File: src/rtl/met_pkg.sv
// Shared types, codes and constants of the expression tokenizer
package met_pkg;

   localparam int CHAR_W  = 8;
   localparam int MANT_W  = 60;
   localparam int FRAC_W  = 5;
   localparam int EPOS_W  = 16;
   localparam int COUNT_W = 5;

   localparam int MAX_DIGITS_DEF = 18;
   localparam int INDEX_BITS_DEF = 16;
   localparam logic [FRAC_W-1:0] FRAC_CEIL = 5'd18;

   localparam logic [CHAR_W-1:0] CH_PLUS   = 8'h2B;
   localparam logic [CHAR_W-1:0] CH_MINUS  = 8'h2D;
   localparam logic [CHAR_W-1:0] CH_MUL    = 8'h2A;
   localparam logic [CHAR_W-1:0] CH_DIV    = 8'h2F;
   localparam logic [CHAR_W-1:0] CH_POWER  = 8'h5E;
   localparam logic [CHAR_W-1:0] CH_LPAREN = 8'h28;
   localparam logic [CHAR_W-1:0] CH_RPAREN = 8'h29;
   localparam logic [CHAR_W-1:0] CH_DOT    = 8'h2E;
   localparam logic [CHAR_W-1:0] CH_SPACE  = 8'h20;
   localparam logic [CHAR_W-1:0] CH_TAB    = 8'h09;
   localparam logic [CHAR_W-1:0] CH_NL     = 8'h0A;
   localparam logic [CHAR_W-1:0] CH_ZERO   = 8'h30;
   localparam logic [CHAR_W-1:0] CH_NINE   = 8'h39;

   localparam logic [23:0] WORD_SIN  = "sin";
   localparam logic [23:0] WORD_COS  = "cos";
   localparam logic [23:0] WORD_TAN  = "tan";
   localparam logic [31:0] WORD_SQRT = "sqrt";

   typedef enum logic [3:0] {
      KIND_PLUS, KIND_MINUS, KIND_MUL, KIND_DIV, KIND_POWER, KIND_LPAREN,
      KIND_RPAREN, KIND_NUMBER, KIND_SIN, KIND_COS, KIND_TAN, KIND_SQRT, KIND_ERROR
   } kind_type;

   typedef enum logic [2:0] {
      ERR_NONE, ERR_UNEXPECTED, ERR_SECOND_DOT, ERR_UNKNOWN_FN, ERR_TOO_MANY
   } ecode_type;

   typedef struct packed {
      kind_type            kind;
      logic [MANT_W-1:0]   mantissa;
      logic [FRAC_W-1:0]   frac;
      ecode_type           ecode;
      logic [EPOS_W-1:0]   epos;
   } result_type;

   // up to two tokens caused by one character
   typedef struct packed {
      logic [1:0]  count;
      result_type  first;
      result_type  second;
   } pair_type;

endpackage

File: src/rtl/met_if.sv
// Request and response channel interfaces of the expression tokenizer
interface met_req_if import met_pkg::*; ();
   logic              valid;
   logic              ready;
   logic [CHAR_W-1:0] char_code;
   logic              end_of_expression;

   modport source (output valid, char_code, end_of_expression, input ready);
   modport sink   (input valid, char_code, end_of_expression, output ready);
endinterface

interface met_rsp_if import met_pkg::*; ();
   logic              valid;
   logic              ready;
   logic [3:0]        token_kind;
   logic [MANT_W-1:0] number_mantissa;
   logic [FRAC_W-1:0] fraction_digits;
   logic [2:0]        error_code;
   logic [EPOS_W-1:0] error_position;
   logic              last_of_run;

   modport source (output valid, token_kind, number_mantissa, fraction_digits,
                   error_code, error_position, last_of_run, input ready);
   modport sink   (input valid, token_kind, number_mantissa, fraction_digits,
                   error_code, error_position, last_of_run, output ready);
endinterface

File: src/rtl/met_lexer.sv
// Scanner state and per-character token logic
module met_lexer import met_pkg::*; #(
   parameter int MAX_DIGITS = MAX_DIGITS_DEF,
   parameter int INDEX_BITS = INDEX_BITS_DEF
) (
   input  logic              clock,
   input  logic              reset,
   input  logic              step,
   input  logic [CHAR_W-1:0] char_code,
   input  logic              end_of_expression,
   output pair_type          pair
);

   typedef enum logic [1:0] {PH_IDLE, PH_NUM, PH_WORD, PH_ERR} phase_type;

   localparam logic [2:0] WORD_FULL = 3'd4;
   localparam logic [2:0] WORD_OVER = 3'd5;

   phase_type               phase_ff, phase_in;
   logic [MANT_W-1:0]       acc_ff, acc_in;
   logic [COUNT_W-1:0]      dcount_ff, dcount_in;
   logic [FRAC_W-1:0]       adot_ff, adot_in;
   logic                    dot_ff, dot_in;
   logic [CHAR_W-1:0]       letters_ff [4];
   logic [CHAR_W-1:0]       letters_in [4];
   logic [2:0]              wlen_ff, wlen_in;
   logic [INDEX_BITS-1:0]   index_ff, index_in;

   logic                    handled;
   logic                    is_digit, is_letter, is_dot;
   logic [3:0]              dval;
   logic [INDEX_BITS-1:0]   idx_prev;
   kind_type                fn_kind;

   function automatic result_type make_res(kind_type k, logic [MANT_W-1:0] m,
                                           logic [FRAC_W-1:0] f, ecode_type e,
                                           logic [EPOS_W-1:0] p);
      result_type r;
      r.kind     = k;
      r.mantissa = m;
      r.frac     = f;
      r.ecode    = e;
      r.epos     = p;
      return r;
   endfunction

   function automatic pair_type push(pair_type p, result_type r);
      pair_type q;
      q = p;
      if (p.count == 2'd0) begin
         q.first = r;
      end else begin
         q.second = r;
      end
      q.count = p.count + 2'd1;
      return q;
   endfunction

   function automatic kind_type word_kind(logic [CHAR_W-1:0] l0, logic [CHAR_W-1:0] l1,
                                          logic [CHAR_W-1:0] l2, logic [CHAR_W-1:0] l3,
                                          logic [2:0] len);
      kind_type k;
      k = KIND_ERROR;
      if (len == 3'd3 && {l0, l1, l2} == WORD_SIN) k = KIND_SIN;
      else if (len == 3'd3 && {l0, l1, l2} == WORD_COS) k = KIND_COS;
      else if (len == 3'd3 && {l0, l1, l2} == WORD_TAN) k = KIND_TAN;
      else if (len == 3'd4 && {l0, l1, l2, l3} == WORD_SQRT) k = KIND_SQRT;
      return k;
   endfunction

   assign is_digit  = (char_code >= CH_ZERO) && (char_code <= CH_NINE);
   assign is_letter = ((char_code >= 8'h61) && (char_code <= 8'h7A)) ||
                      ((char_code >= 8'h41) && (char_code <= 8'h5A));
   assign is_dot    = (char_code == CH_DOT);
   assign dval      = char_code[3:0];
   assign idx_prev  = index_ff - INDEX_BITS'(1);
   assign fn_kind   = word_kind(letters_ff[0], letters_ff[1], letters_ff[2],
                                letters_ff[3], wlen_ff);

   always_comb begin
      phase_in   = phase_ff;
      acc_in     = acc_ff;
      dcount_in  = dcount_ff;
      adot_in    = adot_ff;
      dot_in     = dot_ff;
      letters_in = letters_ff;
      wlen_in    = wlen_ff;
      index_in   = index_ff + INDEX_BITS'(1);
      handled    = 1'b0;
      pair       = '0;

      case (phase_ff)
         PH_NUM: begin
            if (is_digit || is_dot) begin
               handled = 1'b1;
               if (is_dot) begin
                  if (dot_ff) begin
                     phase_in = PH_ERR;
                     pair = push(pair, make_res(KIND_ERROR, '0, '0, ERR_SECOND_DOT,
                                                EPOS_W'(index_ff)));
                  end else begin
                     dot_in = 1'b1;
                  end
               end else if (dcount_ff >= COUNT_W'(MAX_DIGITS)) begin
                  phase_in = PH_ERR;
                  pair = push(pair, make_res(KIND_ERROR, '0, '0, ERR_TOO_MANY,
                                             EPOS_W'(index_ff)));
               end else begin
                  acc_in    = (acc_ff << 3) + (acc_ff << 1) + MANT_W'(dval);
                  dcount_in = dcount_ff + COUNT_W'(1);
                  if (dot_ff) adot_in = adot_ff + FRAC_W'(1);
               end
            end else begin
               phase_in = PH_IDLE;
               pair = push(pair, make_res(KIND_NUMBER, acc_ff, adot_ff, ERR_NONE, '0));
            end
         end
         PH_WORD: begin
            if (is_letter) begin
               handled = 1'b1;
               if (wlen_ff < WORD_FULL) begin
                  letters_in[wlen_ff[1:0]] = char_code;
                  wlen_in = wlen_ff + 3'd1;
               end else begin
                  wlen_in = WORD_OVER;
               end
            end else if (fn_kind == KIND_ERROR) begin
               // unknown word: the ending character is dropped
               handled  = 1'b1;
               phase_in = PH_ERR;
               pair = push(pair, make_res(KIND_ERROR, '0, '0, ERR_UNKNOWN_FN,
                                          EPOS_W'(idx_prev)));
            end else begin
               phase_in = PH_IDLE;
               pair = push(pair, make_res(fn_kind, '0, '0, ERR_NONE, '0));
            end
         end
         default: ;
      endcase

      if (!handled && phase_in == PH_IDLE) begin
         case (char_code)
            CH_PLUS:   pair = push(pair, make_res(KIND_PLUS, '0, '0, ERR_NONE, '0));
            CH_MINUS:  pair = push(pair, make_res(KIND_MINUS, '0, '0, ERR_NONE, '0));
            CH_MUL:    pair = push(pair, make_res(KIND_MUL, '0, '0, ERR_NONE, '0));
            CH_DIV:    pair = push(pair, make_res(KIND_DIV, '0, '0, ERR_NONE, '0));
            CH_POWER:  pair = push(pair, make_res(KIND_POWER, '0, '0, ERR_NONE, '0));
            CH_LPAREN: pair = push(pair, make_res(KIND_LPAREN, '0, '0, ERR_NONE, '0));
            CH_RPAREN: pair = push(pair, make_res(KIND_RPAREN, '0, '0, ERR_NONE, '0));
            CH_SPACE, CH_TAB, CH_NL: ;
            default: begin
               if (is_digit) begin
                  phase_in  = PH_NUM;
                  acc_in    = MANT_W'(dval);
                  dcount_in = COUNT_W'(1);
                  adot_in   = '0;
                  dot_in    = 1'b0;
               end else if (is_letter) begin
                  phase_in      = PH_WORD;
                  letters_in    = '{default: '0};
                  letters_in[0] = char_code;
                  wlen_in       = 3'd1;
               end else begin
                  phase_in = PH_ERR;
                  pair = push(pair, make_res(KIND_ERROR, '0, '0, ERR_UNEXPECTED,
                                             EPOS_W'(index_ff)));
               end
            end
         endcase
      end

      if (end_of_expression) begin
         // flush whatever token is open, then clear everything
         if (phase_in == PH_NUM) begin
            pair = push(pair, make_res(KIND_NUMBER, acc_in, adot_in, ERR_NONE, '0));
         end else if (phase_in == PH_WORD) begin
            if (word_kind(letters_in[0], letters_in[1], letters_in[2], letters_in[3],
                          wlen_in) == KIND_ERROR) begin
               pair = push(pair, make_res(KIND_ERROR, '0, '0, ERR_UNKNOWN_FN,
                                          EPOS_W'(index_ff)));
            end else begin
               pair = push(pair, make_res(word_kind(letters_in[0], letters_in[1],
                                                    letters_in[2], letters_in[3],
                                                    wlen_in), '0, '0, ERR_NONE, '0));
            end
         end
         phase_in   = PH_IDLE;
         acc_in     = '0;
         dcount_in  = '0;
         adot_in    = '0;
         dot_in     = 1'b0;
         letters_in = '{default: '0};
         wlen_in    = '0;
         index_in   = '0;
      end
   end

   always_ff @(posedge clock) begin
      if (reset) begin
         phase_ff   <= PH_IDLE;
         index_ff   <= '0;
         acc_ff     <= '0;
         dcount_ff  <= '0;
         adot_ff    <= '0;
         dot_ff     <= 1'b0;
         letters_ff <= '{default: '0};
         wlen_ff    <= '0;
      end else if (step) begin
         phase_ff   <= phase_in;
         index_ff   <= index_in;
         acc_ff     <= acc_in;
         dcount_ff  <= dcount_in;
         adot_ff    <= adot_in;
         dot_ff     <= dot_in;
         letters_ff <= letters_in;
         wlen_ff    <= wlen_in;
      end
   end

endmodule

File: src/rtl/met_out_buf.sv
// Two-entry result register that drains one token per cycle while take_ready is high
module met_out_buf import met_pkg::*; (
   input  logic       clock,
   input  logic       reset,
   input  logic       load,
   input  pair_type   pair,
   input  logic       take_ready,
   output logic       free,
   output logic       out_valid,
   output logic       out_last,
   output result_type out_res
);

   logic [1:0] count_ff;
   result_type first_ff;
   result_type second_ff;
   logic       take;

   assign out_valid = (count_ff != 2'd0);
   assign out_last  = (count_ff == 2'd1);
   assign out_res   = first_ff;
   assign take      = out_valid && take_ready;
   // room for a new pair once the last queued token leaves this cycle
   assign free      = (count_ff == 2'd0) || (count_ff == 2'd1 && take_ready);

   always_ff @(posedge clock) begin
      if (reset) begin
         count_ff <= '0;
      end else if (load) begin
         count_ff <= pair.count;
      end else if (take) begin
         count_ff <= count_ff - 2'd1;
      end
   end

   always_ff @(posedge clock) begin
      if (load) begin
         first_ff  <= pair.first;
         second_ff <= pair.second;
      end else if (take) begin
         first_ff  <= second_ff;
      end
   end

endmodule

File: src/rtl/math_expression_tokenizer.sv
// Top level of the arithmetic expression tokenizer
//
//   channel   dir   handshake          payload
//   req_ch    in    valid / ready      char_code, end_of_expression
//   rsp_ch    out   valid / ready      token fields, last_of_run
//
// One character is taken per cycle while the result register has room; the
// first token passes through the input register, then the result register.
// A character that yields two tokens holds the result register until its
// second token is taken, so the next request waits behind it.
// The input register takes a request while a token is still pending.
// Reset is synchronous and returns the scanner to idle at index zero.
module math_expression_tokenizer import met_pkg::*; #(
   parameter int MAX_DIGITS = MAX_DIGITS_DEF,
   parameter int INDEX_BITS = INDEX_BITS_DEF
) (
   input logic           clock,
   input logic           reset,
   met_req_if.sink       req_ch,
   met_rsp_if.source     rsp_ch
);

   logic              in_valid_ff;
   logic [CHAR_W-1:0] char_ff;
   logic              eoe_ff;
   logic              free;
   logic              step;
   pair_type          pair;
   result_type        res;
   logic              res_valid;
   logic              res_last;

   assign step         = in_valid_ff && free;
   assign req_ch.ready = !in_valid_ff || step;

   always_ff @(posedge clock) begin
      if (reset) begin
         in_valid_ff <= 1'b0;
      end else if (req_ch.valid && req_ch.ready) begin
         in_valid_ff <= 1'b1;
      end else if (step) begin
         in_valid_ff <= 1'b0;
      end
   end

   always_ff @(posedge clock) begin
      if (req_ch.valid && req_ch.ready) begin
         char_ff <= req_ch.char_code;
         eoe_ff  <= req_ch.end_of_expression;
      end
   end

   met_lexer #(
      .MAX_DIGITS (MAX_DIGITS),
      .INDEX_BITS (INDEX_BITS)
   ) u_lexer (
      .clock             (clock),
      .reset             (reset),
      .step              (step),
      .char_code         (char_ff),
      .end_of_expression (eoe_ff),
      .pair              (pair)
   );

   met_out_buf u_out_buf (
      .clock      (clock),
      .reset      (reset),
      .load       (step),
      .pair       (pair),
      .take_ready (rsp_ch.ready),
      .free       (free),
      .out_valid  (res_valid),
      .out_last   (res_last),
      .out_res    (res)
   );

   assign rsp_ch.valid           = res_valid;
   assign rsp_ch.token_kind      = res.kind;
   assign rsp_ch.number_mantissa = res.mantissa;
   assign rsp_ch.fraction_digits = res.frac;
   assign rsp_ch.error_code      = res.ecode;
   assign rsp_ch.error_position  = res.epos;
   assign rsp_ch.last_of_run     = res_last;

endmodule

File: src/flat_wrapper.sv
// flat-port wrapper written by rule: the top's interface ports become plain ports
module math_expression_tokenizer_flat import met_pkg::*;
#(
   parameter int MAX_DIGITS = MAX_DIGITS_DEF,
   parameter int INDEX_BITS = INDEX_BITS_DEF
)
  (clock, reset, req_ch_valid, req_ch_char_code, req_ch_end_of_expression, req_ch_ready, rsp_ch_valid, rsp_ch_token_kind, rsp_ch_number_mantissa, rsp_ch_fraction_digits, rsp_ch_error_code, rsp_ch_error_position, rsp_ch_last_of_run, rsp_ch_ready);
  met_req_if req_ch_i ();
  met_rsp_if rsp_ch_i ();
  input logic clock;
  input logic reset;
  input wire logic [$bits(req_ch_i.valid)-1:0] req_ch_valid;
  input wire logic [$bits(req_ch_i.char_code)-1:0] req_ch_char_code;
  input wire logic [$bits(req_ch_i.end_of_expression)-1:0] req_ch_end_of_expression;
  output wire logic [$bits(req_ch_i.ready)-1:0] req_ch_ready;
  output wire logic [$bits(rsp_ch_i.valid)-1:0] rsp_ch_valid;
  output wire logic [$bits(rsp_ch_i.token_kind)-1:0] rsp_ch_token_kind;
  output wire logic [$bits(rsp_ch_i.number_mantissa)-1:0] rsp_ch_number_mantissa;
  output wire logic [$bits(rsp_ch_i.fraction_digits)-1:0] rsp_ch_fraction_digits;
  output wire logic [$bits(rsp_ch_i.error_code)-1:0] rsp_ch_error_code;
  output wire logic [$bits(rsp_ch_i.error_position)-1:0] rsp_ch_error_position;
  output wire logic [$bits(rsp_ch_i.last_of_run)-1:0] rsp_ch_last_of_run;
  input wire logic [$bits(rsp_ch_i.ready)-1:0] rsp_ch_ready;
  assign req_ch_i.valid = req_ch_valid;
  assign req_ch_i.char_code = req_ch_char_code;
  assign req_ch_i.end_of_expression = req_ch_end_of_expression;
  assign req_ch_ready = req_ch_i.ready;
  assign rsp_ch_valid = rsp_ch_i.valid;
  assign rsp_ch_token_kind = rsp_ch_i.token_kind;
  assign rsp_ch_number_mantissa = rsp_ch_i.number_mantissa;
  assign rsp_ch_fraction_digits = rsp_ch_i.fraction_digits;
  assign rsp_ch_error_code = rsp_ch_i.error_code;
  assign rsp_ch_error_position = rsp_ch_i.error_position;
  assign rsp_ch_last_of_run = rsp_ch_i.last_of_run;
  assign rsp_ch_i.ready = rsp_ch_ready;
  math_expression_tokenizer #(.MAX_DIGITS(MAX_DIGITS), .INDEX_BITS(INDEX_BITS)) u_core (.clock(clock), .reset(reset), .req_ch(req_ch_i), .rsp_ch(rsp_ch_i));
endmodule
File: config.mk
export PLATFORM = sky130hd
export DESIGN_NAME = math_expression_tokenizer_flat
export DESIGN_NICKNAME = d
export VERILOG_FILES = /design/src/rtl/met_pkg.sv /design/src/rtl/met_if.sv /design/src/rtl/met_lexer.sv /design/src/rtl/met_out_buf.sv /design/src/rtl/math_expression_tokenizer.sv /design/src/flat_wrapper.sv
export SDC_FILE = /design/constraint.sdc
export NUM_CORES = 1
export LEC_CHECK = 0
export BUFFER_PORTS_ARGS = -buffer_cell sky130_fd_sc_hd__buf_4
export CAP_MARGIN = 20
export CORE_MARGIN = 10
export CORE_UTILIZATION = 60
export DETAILED_ROUTE_END_ITERATION = 16
export PLACE_DENSITY = 0.88
export SLEW_MARGIN = 20
export SYNTH_ARGS = -nofsm -noshare
export SYNTH_HDL_FRONTEND = slang
export SYNTH_HIERARCHICAL = 1
export SYNTH_SLANG_ARGS = --single-unit
File: constraint.sdc
create_clock -name clock -period 7.9 [get_ports clock]
set_clock_uncertainty 0.1 [all_clocks]
set_input_delay 1.58 -clock clock [delete_from_list [all_inputs] [get_ports clock]]
set_output_delay 1.58 -clock clock [all_outputs]
set_load 0.01 [all_outputs]
==> impl_metrics.env <==
export IMPL_sw_frac_of_total_pct=30.4
export IMPL_cts_root_buffer="clkbuf_16"
export IMPL_io_buffers=103
export IMPL_syn_nets=2341
export IMPL_grt_overflow_total=0
export IMPL_vias=17800
export IMPL_cp_arrival_ns=7.04
export IMPL_ys_types=95
export IMPL_vias_per_cell=6.58
export IMPL_pin_count=104
export IMPL_hp_class="flop to flop"
export IMPL_hold_slack_ns=0.364
export IMPL_grt_max_degree=74
export IMPL_r2r_worst_path_cells=18
export IMPL_p_comb_share_pct=24.2
export IMPL_path_class="flop to flop"
export IMPL_synth_top_area_cell="edfxtp_1"
export IMPL_synth_edff_count=185
export IMPL_p_switching_w=0.00154
export IMPL_status="completed"
export IMPL_cts_setup_buffers=0
export IMPL_grt_total_usage_pct=27.6
export IMPL_syn_area_um2=20400
export IMPL_drc_errors=0
export IMPL_grt_pass1_wl_um=93900
export IMPL_min_from="u_core/u_lexer/letters_ff[13]"
export IMPL_clock_sinks=312
export IMPL_n_fill_cell=2649
export IMPL_peakVddDrop_mv=0.247
export IMPL_synth_async_reset_ratio_pct=0
export IMPL_ant_nets=0
export IMPL_whs_endpoint="u_core/u_lexer/letters_ff[13]"
export IMPL_cap_violations=0
export IMPL_drt_wl_total_um=59100
export IMPL_start_kind="flop"
export IMPL_dieHeight_um=205
export IMPL_tightest_slew_ns=1.19
export IMPL_totalPowerFinal_w=0.00507
export IMPL_core_area_um2=33500
export IMPL_post_drt_wl_per_cell_um=21.8
export IMPL_area_growth_pct=10.5
export IMPL_path_clk_slew_ns=0.06
export IMPL_r2r_start="u_core/char_ff[3]"
export IMPL_synth_area_leaders="edfxtp_1, dfxtp_1, ha_1"
export IMPL_rows=67
export IMPL_diodes=0
export IMPL_antenna_found_initial=0
export IMPL_yosysSeqAreaShare_pct=39.6
export IMPL_hpwlAfterDp_um=40500
export IMPL_seqPwrFrac_pct=41.6
export IMPL_tns_ns=0
export IMPL_setup_viol=0
export IMPL_cts_buffers=36
export IMPL_regToRegEndpoint="u_core/u_out_buf/out_res[75]"
export IMPL_min_path_cells=2
export IMPL_leakage_nw=9.21
export IMPL_htree_levels=2
export IMPL_grt_pass1_vias=17200
export IMPL_finalCritPeriodShare_pct=85.2
export IMPL_internal_power_w=0.00353
export IMPL_postSynthCellCount=2197
export IMPL_slew_limit_headroom_pct=19.8
export IMPL_cts_resized=0
export IMPL_dieArea_um2=41800
export IMPL_crit_path_end_kind="flop"
export IMPL_p_per_area_nw_per_um2=224
export IMPL_synth_top_area_share_pct=27.2
export IMPL_clkPwrFrac_pct=34.2
export IMPL_drt_iter0_markers=1978
export IMPL_drive_gt1_share_pct=13.8
export IMPL_nets=2381
export IMPL_synth_most_common_cell="nor2_1"
export IMPL_place_congestion=1.03
export IMPL_r2r_slack_ns=1.17
export IMPL_yosys_top_cells_count="nor2_1, nand2_1, edfxtp_1, a21oi_1, ha_1"
export IMPL_syn_avg_cell_area_um2=9.30
export IMPL_rsz0062_at_grt="false"
export IMPL_yosysWarnings=6
export IMPL_ys_seq_elements=312
export IMPL_cts_hold_buf=0
export IMPL_clkLatencyLatePin_ns=0.54
export IMPL_hold_viol_final=0
export IMPL_cp_max_fo=18
export IMPL_clock_path_buffers=3
export IMPL_firstDrtPassIters=6
export IMPL_die_w_um=205
export IMPL_drv_slew=0
export IMPL_crit_required_ns=8.21
export IMPL_period_minus_slack_ns=6.73
export IMPL_tritoncts="done"
export IMPL_max_freq_ghz=0.149
export IMPL_ys_flop_type="edfxtp_1"
export IMPL_initial_core_util_pct=60.9
## power by group through the flow
stage          Clock, W  Sequential [W]  Combinational, W
3_5_place_dp          0         0.00214           0.00121
4_1_cts         0.00176         0.00211           0.00122
5_1_grt         0.00182         0.00213           0.00131
2_1_floorplan         0         0.00218          0.000715
6_report        0.00173         0.00211           0.00122
3_3_place_gp          0         0.00213           0.00119
## stage by stage
stage | worst slack, ns | std cells | area, µm² | util (%)
finish | 1.17 | 2713 | 22600 | 67.4
global route | 0.749 | 2713 | 22600 | 67.4
CTS | 1.40 | 2713 | 22600 | 67.4
detailed placement | 1.43 | 2647 | 21400 | 63.7
global placement | 1.56 | 2647 | 21400 | 63.7
floorplan | 2.78 | 2197 | 20400 | -
## logic make-up (layout without fill, tap and decap cells)
group	after synthesis	count (layout)	share of synthesized area (%)
compound gates	582	582	18.9
xor+xnor	67	67	2.87
other cells	1	1	0.0183
simple gates	811	811	18.5
mux	115	115	7.87
fa+ha+maj	131	131	8.09
flops	312	312	39.6
buf+inv	178	246	4.12
## worst max path at each step
stage,from,end,slack [ns]
after CTS,u_core/char_ff[3],u_core/u_out_buf/out_res[75],1.40
after detailed placement,u_core/char_ff[3],u_core/u_out_buf/out_res[75],1.43
after global routing,u_core/char_ff[3],u_core/u_out_buf/out_res[68],0.75
final,u_core/char_ff[3],u_core/u_out_buf/out_res[75],1.17
after floorplan,u_core/char_ff[3],u_core/u_out_buf/out_res[72],2.78
after global placement,u_core/char_ff[3],u_core/u_out_buf/out_res[68],1.56
## layout by cell type (no fill, tap or decap), types with 59 or more instances in the layout
cell type	count
ha_1	129
nor2_1	310
dfxtp_1	127
a22oi_1	59
o21ai_0	108
nand2_1	194
edfxtp_1	185
mux2_4	88
a21oi_1	158
buf_4	131
nand3_1	61
## flip-flops by register name, indices dropped and copies added (netlist names)
signal / flops
u_core/u_out_buf/second_ff: 88
u_core/u_out_buf/count_ff: 2
u_core/u_lexer/acc_ff: 60
u_core/char_ff: 8
u_core/eoe_ff: 1
u_core/u_lexer/adot_ff: 5
u_core/u_lexer/letters_ff: 32
u_core/u_lexer/dcount_ff: 5
u_core/u_lexer/dot_ff: 1
u_core/u_lexer/wlen_ff: 3
u_core/u_lexer/phase_ff: 2
u_core/u_lexer/index_ff: 16
u_core/in_valid_ff: 1
u_core/u_out_buf/out_res: 88
## worst max-delay path: stages, from the launching register on
cell	delay, ns
edfxtp_1	0.68
or4_4	0.60
o221a_4	0.31
inv_1	0.43
nand2_1	0.19
a21oi_1	0.88
ha_1	0.38
nand3_1	0.06
o21ai_0	0.08
a211oi_1	0.33
ha_1	0.23
nand2_1	0.15
nor2_1	0.13
buf_4	0.27
nand2_1	0.46
nor2_1	0.83
a22oi_1	0.14
nor2_1	0.16
mux2_4	0.16
## final cells by class
type                       count  area (µm²)  area share (%)
sequential                   312        8100            35.8
clock buffer                  51        1020            4.51
inverter                      49         184           0.814
multi-input combinational   1707       11600            51.1
timing repair buffer         131         983            4.35
tap                          448         561            2.48
clock inverter                15         196           0.869
## metal layers
layer	GRT usage, %	part of all wire [%]	vias to the layer above
li1	-	-	8179
met1	36.8	41	8523
met2	43.9	46	956
met3	4.56	9.2	180
met4	11.4	3.8	0
met5	0	0	-
(Power assumes the default switching activity.)
